[src/rtl/lsps_pkg.sv]
// package for the leaper shortest path search block
// holds payload structs, register indexes and sequencer state type; no dependencies
package lsps_pkg;

   typedef struct packed {
      logic [3:0] start_row;
      logic [3:0] start_col;
      logic [3:0] target_row;
      logic [3:0] target_col;
   } req_type;

   typedef struct packed {
      logic       reachable;
      logic [5:0] move_count;
      logic [3:0] cell_row;
      logic [3:0] cell_col;
      logic       last_cell;
   } rsp_type;

   localparam logic [1:0] REG_ROWS = 2'd0;
   localparam logic [1:0] REG_COLS = 2'd1;
   localparam logic [1:0] REG_P    = 2'd2;
   localparam logic [1:0] REG_Q    = 2'd3;

   typedef enum logic [3:0] {
      ST_IDLE,
      ST_CHECK,
      ST_DEQ,
      ST_MOVE,
      ST_TRACE,
      ST_EMIT,
      ST_FAIL,
      ST_WAIT
   } state_type;

endpackage

[src/rtl/lsps_move_unit.sv]
// shared move unit: applies one leap of the leaper to a cell and checks the board edge
// depends on lsps_pkg
module lsps_move_unit #(
   parameter int RowBits = 3,
   parameter int ColBits = 3
) (
   input  logic [RowBits-1:0] cur_row,
   input  logic [ColBits-1:0] cur_col,
   input  logic [2:0]         move_idx,
   input  logic [2:0]         step_p,
   input  logic [2:0]         step_q,
   input  logic [3:0]         rows,
   input  logic [3:0]         cols,
   output logic [RowBits-1:0] new_row,
   output logic [ColBits-1:0] new_col,
   output logic               on_board
);
   import lsps_pkg::*;

   logic [2:0] dr_mag;
   logic [2:0] dc_mag;
   logic       dr_neg;
   logic       dc_neg;
   logic signed [5:0] nr;
   logic signed [5:0] nc;

   always_comb begin
      dr_mag = move_idx[2] ? step_q : step_p;
      dc_mag = move_idx[2] ? step_p : step_q;
      dr_neg = move_idx[1];
      dc_neg = move_idx[0];
      nr = dr_neg ? $signed(6'(cur_row)) - $signed(6'(dr_mag))
                  : $signed(6'(cur_row)) + $signed(6'(dr_mag));
      nc = dc_neg ? $signed(6'(cur_col)) - $signed(6'(dc_mag))
                  : $signed(6'(cur_col)) + $signed(6'(dc_mag));
      on_board = (nr >= 0) && (nr < $signed(6'(rows))) &&
                 (nc >= 0) && (nc < $signed(6'(cols)));
      new_row = nr[RowBits-1:0];
      new_col = nc[ColBits-1:0];
   end

endmodule

[src/rtl/leaper_shortest_path_search.sv]
// leaper shortest path search: one query walks the board by breadth-first search and
// replies with the path cells, or with one unreachable result. after the accept a query
// passes a check state, then per dequeued cell a dequeue state and the move state, in
// which one shared move unit tries up to 8 leaps, one a cycle; then the trace state once per path
// cell and an emit per result, which result stalls hold. one query at a time, the next is taken
// in the cycle after the last result leaves. synchronous active-high reset sets the registers to 8, 8, 1, 2 and idles.
module leaper_shortest_path_search #(
   parameter int MAX_ROWS = 8,
   parameter int MAX_COLS = 8
) (
   input  logic              clock,
   input  logic              reset,
   input  logic              req_valid,
   output logic              req_ready,
   input  lsps_pkg::req_type req_data,
   output logic              rsp_valid,
   input  logic              rsp_ready,
   output lsps_pkg::rsp_type rsp_data,
   input  logic              csr_valid,
   output logic              csr_ready,
   input  logic [1:0]        csr_index,
   input  logic [3:0]        csr_data
);
   import lsps_pkg::*;

   localparam int RB = (MAX_ROWS > 1) ? $clog2(MAX_ROWS) : 1;
   localparam int CB = (MAX_COLS > 1) ? $clog2(MAX_COLS) : 1;
   localparam int AB = RB + CB;
   localparam int CELLS = 1 << AB;
   localparam int NB = AB + 1;

   logic [3:0] rows_reg_ff, cols_reg_ff;
   logic [2:0] p_ff, q_ff;
   logic [3:0] rows_c, cols_c;

   state_type state_ff, state_in;
   req_type   req_ff;

   // visited flags, cleared while idle
   logic [CELLS-1:0] vis_ff;
   // scratch memories: predecessor, queue, path stack
   logic [AB-1:0] pred_mem [CELLS];
   logic [AB-1:0] queue_mem[CELLS];
   logic [AB-1:0] stack_mem[CELLS];

   logic [NB-1:0] head_ff, tail_ff, sp_ff;
   logic [AB-1:0] cur_ff, start_ff, target_ff, trace_ff;
   logic [2:0]    move_ff;
   logic [5:0]    moves_ff;
   rsp_type       rsp_ff;
   logic          rsp_valid_ff;

   logic [RB-1:0] new_row;
   logic [CB-1:0] new_col;
   logic          on_board;
   logic [AB-1:0] nx;
   logic          in_range;
   logic          same_cell;

   always_comb begin
      rows_c = (rows_reg_ff == 4'd0) ? 4'd1 :
               (rows_reg_ff > 4'(MAX_ROWS)) ? 4'(MAX_ROWS) : rows_reg_ff;
      cols_c = (cols_reg_ff == 4'd0) ? 4'd1 :
               (cols_reg_ff > 4'(MAX_COLS)) ? 4'(MAX_COLS) : cols_reg_ff;
   end

   lsps_move_unit #(.RowBits(RB), .ColBits(CB)) u_move (
      .cur_row (cur_ff[AB-1:CB]),
      .cur_col (cur_ff[CB-1:0]),
      .move_idx(move_ff),
      .step_p  (p_ff),
      .step_q  (q_ff),
      .rows    (rows_c),
      .cols    (cols_c),
      .new_row (new_row),
      .new_col (new_col),
      .on_board(on_board)
   );

   assign nx = {new_row, new_col};
   assign in_range = (req_ff.start_row  >= 4'd1) && (req_ff.start_row  <= rows_c) &&
                     (req_ff.start_col  >= 4'd1) && (req_ff.start_col  <= cols_c) &&
                     (req_ff.target_row >= 4'd1) && (req_ff.target_row <= rows_c) &&
                     (req_ff.target_col >= 4'd1) && (req_ff.target_col <= cols_c);
   assign same_cell = (req_ff.start_row == req_ff.target_row) &&
                      (req_ff.start_col == req_ff.target_col);

   assign req_ready = (state_ff == ST_IDLE);
   assign csr_ready = (state_ff == ST_IDLE);
   assign rsp_valid = rsp_valid_ff;
   assign rsp_data  = rsp_ff;

   logic discover;
   assign discover = on_board && !vis_ff[nx];

   // next state
   always_comb begin
      state_in = state_ff;
      case (state_ff)
         ST_IDLE:  if (req_valid) state_in = ST_CHECK;
         // start equals target needs no search, its path is the start cell alone
         ST_CHECK: state_in = !in_range ? ST_FAIL : same_cell ? ST_TRACE : ST_DEQ;
         ST_DEQ:   state_in = (head_ff == tail_ff) ? ST_FAIL : ST_MOVE;
         ST_MOVE: begin
            if (discover && nx == target_ff) state_in = ST_TRACE;
            else if (move_ff == 3'd7) state_in = ST_DEQ;
         end
         ST_TRACE: if (trace_ff == start_ff) state_in = ST_EMIT;
         ST_EMIT:  if ((!rsp_valid_ff || rsp_ready) && sp_ff == NB'(1)) state_in = ST_WAIT;
         ST_FAIL:  if (!rsp_valid_ff || rsp_ready) state_in = ST_WAIT;
         ST_WAIT:  if (!rsp_valid_ff || rsp_ready) state_in = ST_IDLE;
         default:  state_in = ST_IDLE;
      endcase
   end

   always_ff @(posedge clock) begin
      if (reset) begin
         state_ff     <= ST_IDLE;
         rows_reg_ff  <= 4'd8;
         cols_reg_ff  <= 4'd8;
         p_ff         <= 3'd1;
         q_ff         <= 3'd2;
         rsp_valid_ff <= 1'b0;
      end else begin
         state_ff <= state_in;
         if (csr_valid && csr_ready) begin
            case (csr_index)
               REG_ROWS: rows_reg_ff <= csr_data;
               REG_COLS: cols_reg_ff <= csr_data;
               REG_P:    p_ff <= csr_data[2:0];
               REG_Q:    q_ff <= csr_data[2:0];
               default:  ;
            endcase
         end
         if (rsp_valid_ff && rsp_ready) rsp_valid_ff <= 1'b0;
         if ((state_ff == ST_FAIL) && (!rsp_valid_ff || rsp_ready)) rsp_valid_ff <= 1'b1;
         if ((state_ff == ST_EMIT) && (!rsp_valid_ff || rsp_ready)) rsp_valid_ff <= 1'b1;
      end
   end

   // datapath
   always_ff @(posedge clock) begin
      case (state_ff)
         ST_IDLE: begin
            req_ff <= req_data;
            vis_ff <= '0;
         end
         ST_CHECK: begin
            start_ff  <= {RB'(req_ff.start_row - 4'd1), CB'(req_ff.start_col - 4'd1)};
            target_ff <= {RB'(req_ff.target_row - 4'd1), CB'(req_ff.target_col - 4'd1)};
            vis_ff[{RB'(req_ff.start_row - 4'd1), CB'(req_ff.start_col - 4'd1)}] <= 1'b1;
            queue_mem[0] <= {RB'(req_ff.start_row - 4'd1), CB'(req_ff.start_col - 4'd1)};
            head_ff <= '0;
            tail_ff <= NB'(1);
            trace_ff <= {RB'(req_ff.target_row - 4'd1), CB'(req_ff.target_col - 4'd1)};
            sp_ff <= '0;
         end
         ST_DEQ: begin
            cur_ff      <= queue_mem[head_ff[AB-1:0]];
            head_ff     <= head_ff + NB'(1);
            move_ff     <= '0;
         end
         ST_MOVE: begin
            move_ff <= move_ff + 3'd1;
            if (discover) begin
               vis_ff[nx]   <= 1'b1;
               pred_mem[nx] <= cur_ff;
               if (tail_ff < NB'(CELLS)) begin
                  queue_mem[tail_ff[AB-1:0]] <= nx;
                  tail_ff <= tail_ff + NB'(1);
               end
            end
         end
         ST_TRACE: begin
            stack_mem[sp_ff[AB-1:0]] <= trace_ff;
            sp_ff    <= sp_ff + NB'(1);
            trace_ff <= pred_mem[trace_ff];
            moves_ff <= 6'(sp_ff);
         end
         ST_EMIT: begin
            if (!rsp_valid_ff || rsp_ready) begin
               rsp_ff.reachable  <= 1'b1;
               rsp_ff.move_count <= moves_ff;
               rsp_ff.cell_row   <= 4'(stack_mem[sp_ff[AB-1:0] - AB'(1)][AB-1:CB]) + 4'd1;
               rsp_ff.cell_col   <= 4'(stack_mem[sp_ff[AB-1:0] - AB'(1)][CB-1:0]) + 4'd1;
               rsp_ff.last_cell  <= (sp_ff == NB'(1));
               sp_ff <= sp_ff - NB'(1);
            end
         end
         ST_FAIL: begin
            if (!rsp_valid_ff || rsp_ready) rsp_ff <= '{default: '0, last_cell: 1'b1};
         end
         default: ;
      endcase
   end

`ifndef SYNTHESIS
   a_rsp_hold: assert property (@(posedge clock) disable iff (reset)
      rsp_valid && !rsp_ready |=> rsp_valid && $stable(rsp_data))
      else $error("result changed while stalled");
   a_busy_no_req: assert property (@(posedge clock) disable iff (reset)
      state_ff != ST_IDLE |-> !req_ready)
      else $error("ready while busy");
   a_fail_last: assert property (@(posedge clock) disable iff (reset)
      rsp_valid && !rsp_data.reachable |-> rsp_data.last_cell)
      else $error("unreachable result not last");
`endif

endmodule
[config.mk]
export PLATFORM = sky130hd
export DESIGN_NAME = leaper_shortest_path_search
export DESIGN_NICKNAME = d
export VERILOG_FILES = /design/src/rtl/lsps_pkg.sv /design/src/rtl/lsps_move_unit.sv /design/src/rtl/leaper_shortest_path_search.sv
export SDC_FILE = /design/constraint.sdc
export NUM_CORES = 2
export LEC_CHECK = 0
export ABC_AREA = 1
export BUFFER_PORTS_ARGS = -buffer_cell sky130_fd_sc_hd__buf_2
export CAP_MARGIN = 20
export CORE_MARGIN = 2
export CORE_UTILIZATION = 40
export DETAILED_ROUTE_END_ITERATION = 8
export GPL_ROUTABILITY_DRIVEN = 0
export RECOVER_POWER = 100
export SYNTH_ARGS = -nofsm -noshare
export SYNTH_HDL_FRONTEND = slang
export SYNTH_SLANG_ARGS = --single-unit
[constraint.sdc]
create_clock -name clock -period 12.3 [get_ports clock]
set_clock_uncertainty 0.1 [all_clocks]
set_input_delay 1.23 -clock clock [delete_from_list [all_inputs] [get_ports clock]]
set_output_delay 1.23 -clock clock [all_outputs]
set_load 0.02 [all_outputs]
# Word level (Yosys, flattened, before mapping)
# Memories as Yosys holds them, arrays and structs flattened. A register that Yosys moved wholly into a read port is not among the register bits.
# Cells that the tools add are included.
dict set report totals {
  n_memories 3
  regBits 163
  mem_bits_rw 1152
}
# memory depth width read_ports rd_ports_with_merged_regs write_ports line
set mem_list {}
lappend mem_list {pred_mem 64 6 1 1 1 leaper_shortest_path_search.sv:42} ;# logic [AB-1:0] pred_mem [CELLS];
lappend mem_list {queue_mem 64 6 1 1 1 leaper_shortest_path_search.sv:43} ;# logic [AB-1:0] queue_mem[CELLS];
lappend mem_list {stack_mem 64 6 1 0 1 leaper_shortest_path_search.sv:44} ;# logic [AB-1:0] stack_mem[CELLS];
dict set report classes {
  magnitude_cmp 19
  bitwise 2
  n_reduce_logical 45
  n_eq_ne 26
  n_mux 56
  n_addsub 16
}
# operator count
set op_table {}
lappend op_table {{64-bit one-hot mux with 3 select lines} 1}
lappend op_table {{64-bit bitwise OR} 2}
lappend op_table {{64-bit 2-to-1 mux} 1}
lappend op_table {{4-bit 2-to-1 mux} 11}
lappend op_table {{16-bit 2-to-1 mux} 2}
lappend op_table {{16-bit one-hot mux with 2 select lines} 1}
lappend op_table {{4-bit one-hot mux with 8 select lines} 1}
lappend op_table {{6-bit 2-to-1 mux} 5}
lappend op_table {{7-bit one-hot mux with 2 select lines} 2}
lappend op_table {{6-bit by 1-bit >= comparator with 1-bit output, second input constant} 4}
lappend op_table {{7-bit by 1-bit adder with 7-bit output, second input constant} 3}
lappend op_table {{7-bit 2-to-1 mux} 3}
lappend op_table {{7-bit one-hot mux with 3 select lines} 1}
lappend op_table {{1-bit logical AND} 20}
lappend op_table {{1-bit 2-to-1 mux} 18}
lappend op_table {{4-bit by 3-bit == test with 1-bit output, second input constant} 4}
lappend op_table {{4-bit by 1-bit >= comparator with 1-bit output, second input constant} 4}
lappend op_table {{4-bit less-or-equal comparator} 4}
lappend op_table {{3-bit 2-to-1 mux} 5}
lappend op_table {{6-bit by 7-bit less-than comparator with 1-bit output, second input constant} 2}
lappend op_table {{1-bit demux with 6-bit select} 2}
lappend op_table {{6-bit == test} 2}
lappend op_table {{4-bit logical NOT} 3}
lappend op_table {{6-bit by 5-bit less-than comparator with 1-bit output} 2}
lappend op_table {{other kinds (32)} 61}

# Longest topological paths before layout
dict set report logic_depth {
  depth_word 13
  mapped_depth 25
  mapped_depth_nobuf 23
}

# By module
# From an unflattened synthesis, not the netlist that was laid out.
dict set report hier_totals {
  cells_unflattened 4740
  area_unflattened_um2 56052.5
}
# module area_each_um2 instances cells_per_inst
set by_module_without_submodules {}
lappend by_module_without_submodules {leaper_shortest_path_search 55373.1 1 4634}
lappend by_module_without_submodules {lsps_move_unit 679.4 1 106}

# Worst setup path after synthesis
# No wires, ideal clock.
dict set report synth_timing {
  kind {flip-flop to flip-flop}
  from {register cur_ff[3] (read register of queue_mem)}
  to {register vis_ff[0], enable pin}
  slack_ps 3385
  t_arrival_ps 8241
  t_required_ps 11626
  stages_incl_launch_ff 18
  n_path_buf 1
  period_less_slack_ps 8915
  path_cell_list {edfxtp_1 -> inv_1 -> ha_1 -> inv_1 -> fa_1 -> nand2_1 -> o21ai_1 -> ha_1 -> a221o_1 -> a311oi_1 -> ha_1 -> nand4_1 -> inv_1 -> nand3_1 -> nor2_4 -> inv_1 -> clkbuf_1 -> o21ai_0}
}
dict set report synth_via {
  elab_chain_cells 9
}
# element line
set synth_lines {}
lappend synth_lines {{start: declaration} leaper_shortest_path_search.sv:47} ;# logic [AB-1:0] cur_ff, start_ff, target_ff, trace_ff;
lappend synth_lines {{3-bit by 3-bit adder with 4-bit output or 3-bit by 3-bit subtractor with 4-bit output (tied branches)} {lsps_move_unit.sv:33, lsps_move_unit.sv:32}}
lappend synth_lines {{6-bit 2-to-1 mux *} lsps_move_unit.sv:32} ;# nr = dr_neg ? $signed(6'(cur_row)) - $signed(6'(dr_mag))
lappend synth_lines {{parallel branches: the longest is 4 deep, another holds 1-bit binary-select mux with 6-bit select} n/a}
lappend synth_lines {{1-bit logical AND *} leaper_shortest_path_search.sv:94} ;# assign discover = on_board && !vis_ff[nx];
lappend synth_lines {{2-bit != test (no source line) *} n/a}
lappend synth_lines {{2-bit AND reduction (no source line) *} n/a}
lappend synth_lines {{end signal: assignment} leaper_shortest_path_search.sv:146} ;# vis_ff <= '0;
lappend synth_lines {{end signal: indexed assignment} leaper_shortest_path_search.sv:151} ;# vis_ff[{RB'(req_ff.start_row - 4'd1), CB'(req_ff.start_col - 4'd1)}] <= 1'b1;
lappend synth_lines {{end signal: indexed assignment} leaper_shortest_path_search.sv:166} ;# vis_ff[nx] <= 1'b1;
lappend synth_lines {{end: declaration} leaper_shortest_path_search.sv:40} ;# logic [CELLS-1:0] vis_ff;
# Every way passes the cells marked *. The select of a mux whose other input is x is not followed.
# A chain may end at the register's enable or synchronous reset.

# Worst setup path in the final report
dict set report layout_timing {
  from {register cur_ff[4] (read register of queue_mem)}
  to {register vis_ff[45], enable pin}
}
# The elaborated chain is that of the path after synthesis.

==> results.yml <==
run_status:
  status: "finished with violations"
  violations_in_the_final_reports: "capacitance limit, slew limit"
cells_and_area:
  n_fill_cell: 12709
  synthToLayoutAreaGrowth_pct: 10.8
  most_common_library_cell_in_the_layout_ignoring_fill_and_taps: "edfxtp_1"
  multi_input_area_sq_mm: 0.0145
  register_cell_area_after_layout_sq_mm: 0.0396
  number_of_nets_in_the_final_layout: 4760
  final_cell_count_no_fill: 6665
  final_area_sq_mm: 0.0619
  commonest_non_fill_non_tap_cells_in_the_layout: "1,302 x edfxtp_1, 802 x nor2_1, 601 x nand2_1, 575 x o21ai_0, 222 x a21oi_1"
  drive_above_1_share_pct: 5.81
placement:
  placed_cell_area_sq_mm: 0.0580
  post-place-cells: 6416
  dp_hpwl_microns: 92800
  port-buffer-count: 45
hold_path:
  worst_hold_path_type: "flop to flop"
  hold-path-endpoint: "cols_reg_ff[0]$_SDFFE_PP0P_"
  count_of_cells_along_the_worst_hold_path: 2
  hp-start: "cols_reg_ff[0]$_SDFFE_PP0P_"
worst_setup_path:
  r2r_slack_ns: 3.07
  worst_path_maximum_fanout: 68
  critical_path_cell_list: "clkbuf_1, fa_1, nand2_1, o21ai_1, ha_1, a221o_1, a311oi_1, ha_1, nand4_1, inv_1, nand3_1, nor2_1, inv_1, o21ai_4, clkbuf_1"
  worstSetupStartpointType: "flop"
  timing.critical_path.slowest_cell_delay_ns: 2.67
  worstPathRequired_ns: 12.48
  critical_path_arrival_ns: 9.41
  crit_path_top_delay_cell: "clkbuf_1"
  reg2reg_to: "vis_ff[45]$_SDFFCE_PN0P_"
  worst_setup_path_end_kind: "flop"
  regToRegStartpoint: "cur_ff[4]$_DFFE_PP_"
  worst-r2r-cell-count: 15
  path_class: "flop to flop"
die:
  start_util_pct: 40.2
  floorplan.die.height_microns: 378
  core_area_sq_mm: 0.139
  ios: 46
  core.rowCount: 137
  die_w_microns: 378
  die_area_sq_mm: 0.143
cts:
  clkSlewWorstSetupHoldPaths_ns: 0.06
  tritoncts_num_sinks: 1326
  cts_hold_buffers: 0
  postCtsSetupRepairBufs: 0
  clkLatencyLatePin_ns: 0.77
  clock_tree.root_cell: "clkbuf_16"
  cts_tree: "yes"
  ctsResizeCount: 0
  ctsHtreeMaxLevel: 4
  cts-root-to-sink-buffers: 3
  numCtsBuffers: 135
synth:
  compound_gate_fraction_of_synth_area_pct: 12.1
  syn_area_sq_mm: 0.0558
  synth_top_flop_cell: "edfxtp_1"
  postSynthNetCount: 4780
  post_synth_mux_area_share_pct: 0
  flip_flop_and_latch_count_after_synthesis: 1326
  synth.avg_cell_area_sq_um: 11.9
  yosys.area_share.adder_pct: 1.29
  number_of_enable_type_register_cells_in_the_synthesized_netlist: 1302
  synth_warn: 0
  yosysUniqueCellTypes: 50
  synth_top_family_by_area: "simple AND/OR/NAND/NOR gates"
  sequential_share_of_the_synthesized_area_pct: 70.9
  syn-instance-count: 4698
  post_synth_and_or_nand_nor_area_fraction_pct: 12.2
  xor_and_xnor_area_share_after_synthesis_pct: 0.345
  async_flop_share_pct: 0
pwr:
  pwr-share-seq_pct: 37.3
  switching_share_pct: 41.9
  power.ir.vdd_worst_v: 0.000303
  p_per_area_mw_per_mm2: 272
  netSwitchingPower_mw: 7.05
  power_frac_comb_pct: 39.6
  share_of_total_power_in_the_clock_network_pct: 23.1
  leakagePower_nw: 20.3
  internal_power_mw: 9.76
global_route:
  number_of_antenna_violations_at_the_first_check_in_global_routing: 2
  first_global_vias: 36086
  gr_overflow_total: 0
  grtUsageTotal_pct: 21.2
  grt_max_degree: 201
  grt_pass1_wl_microns: 229000
timing:
  setup_repair_after_global_routing_missed_its_margin: "false"
  slew_headroom_pct: -173
  final_min_period_over_clock_period_pct: 75.1
  achievable-frequency_ghz: 0.108
  hold_violations: 0
  pins_over_their_slew_limit: 1408
  finalSetupViolCount: 0
  tightest_slew_ns: 4.10
  final.setup.tns_ns: 0
  fin_crit_ns: 9.23
  hold_slack_ns: 0.373
job:
  max_cap_viol_count: 24
route:
  drt_iter0_drc: 4569
  post_detailed_route_count_of_antenna_violating_nets: 0
  drcViolationCount: 0
  routed_wl_microns: 153000
  vias_per_std_cell: 5.68
  route.vias.total: 37858
  drt-pass1-iter-count: 5
  routedWlPerCell_microns: 23.0
-- sequential cells by signal (all words and copies together), names as in the netlist, 4 cells and up, named ones only --
register,cells
rows_reg_ff,4
pred_mem,384
head_ff,7
start_ff,6
cur_ff,6
trace_ff,6
moves_ff,6
stack_mem,384
cols_reg_ff,4
sp_ff,7
queue_mem,384
req_ff,16
target_ff,6
tail_ff,7
rsp_data,16
vis_ff,64
-- cell usage after synthesis, drive strengths merged (2+ instances only) --
| library cell | count | area, sq um |
|---|---|---|
| fa | 4 | 80.1 |
| a21oi | 222 | 1110 |
| o22ai | 159 | 995 |
| nand4 | 36 | 330 |
| nor3 | 32 | 160 |
| ha | 51 | 638 |
| nand2 | 603 | 2270 |
| xnor2 | 2 | 17.5 |
| or2 | 4 | 25.0 |
| xor2 | 20 | 175 |
| o21ai | 582 | 2910 |
| nor2 | 804 | 3030 |
| o211ai | 57 | 428 |
| inv | 170 | 638 |
| o221ai | 99 | 867 |
| clkinv | 4 | 16.3 |
| nor4 | 7 | 43.8 |
| a32o | 18 | 180 |
| a31oi | 5 | 37.5 |
| buf | 36 | 201 |
| a41oi | 3 | 26.3 |
| a22oi | 19 | 143 |
| a211oi | 2 | 15.0 |
| dfxtp | 24 | 480 |
| edfxtp | 1302 | 39100 |
| clkbuf | 240 | 901 |
| nor3b | 2 | 15.0 |
| nand3 | 182 | 941 |
-- per-stage QoR --
step	power, mW	util [%]	setup WS, ns
after floorplan	10.4	-	3.38
after global routing	17.7	44.5	2.58
after CTS	16.8	44.7	5.56
after global placement	12.9	41.7	5.70
after detailed placement	12.9	41.8	5.56
final	16.8	44.5	3.07
-- layout make-up --
type                            instances  area share [%]
Sequential cell                      1326            63.9
Multi-Input combinational cell       2922            23.4
Clock buffer                          181            5.84
Tap cell                             1876            3.79
Inverter                              174            1.07
Timing Repair Buffer                  119            1.05
Clock inverter                         65           0.871
Antenna cell                            2         0.00809
-- critical path, delay by kind of cell (launching register included) --
family | cells | cell delay [ns]
buffers and inverters | 4 | 5.48
adder cells (fa/ha/maj) | 3 | 1.31
AO/OA/AOI/OAI | 4 | 0.89
AND/OR/NAND/NOR | 4 | 0.56
flip-flops | 1 | 0.32
-- logic make-up after synthesis --
group           after synthesis
buf+inv                     450
simple gates               1672
compound gates             1173
flops                      1326
fa+ha+maj                    55
xor+xnor                     22
-- power groups by stage --
stage	registers, mW	logic (mW)	clock network, mW
floorplan	6.38	4.04	0
global placement	6.29	6.60	0
detailed placement	6.29	6.64	0
CTS	6.20	6.66	3.94
global route	6.30	7.25	4.11
finish	6.27	6.66	3.89
-- how the worst max path moves through the flow --
stage / slack, ns / depth (start not counted) / from / to
after floorplan: 3.38 / 17 / cur_ff[3]$_DFFE_PP_ / vis_ff[0]$_SDFFCE_PN0P_
after global placement: 5.70 / 19 / cur_ff[0]$_DFFE_PP_ / queue_mem[52][0]$_DFFE_PP_
after detailed placement: 5.56 / 20 / cur_ff[0]$_DFFE_PP_ / queue_mem[52][2]$_DFFE_PP_
after CTS: 5.56 / 20 / cur_ff[0]$_DFFE_PP_ / queue_mem[52][2]$_DFFE_PP_
after global routing: 2.58 / 18 / cur_ff[0]$_DFFE_PP_ / vis_ff[45]$_SDFFCE_PN0P_
final: 3.07 / 15 / cur_ff[4]$_DFFE_PP_ / vis_ff[45]$_SDFFCE_PN0P_
-- layer usage --
metal / GRT usage, % / up-vias / share of wire, %
met2: 32.6 / 1657 / 46
met5: 0 / - / 0
met3: 3.35 / 290 / 7.5
met1: 30.1 / 18761 / 43
met4: 7.95 / 0 / 3.4
li1: - / 17150 / -
Power figures use the tool's default switching activity.
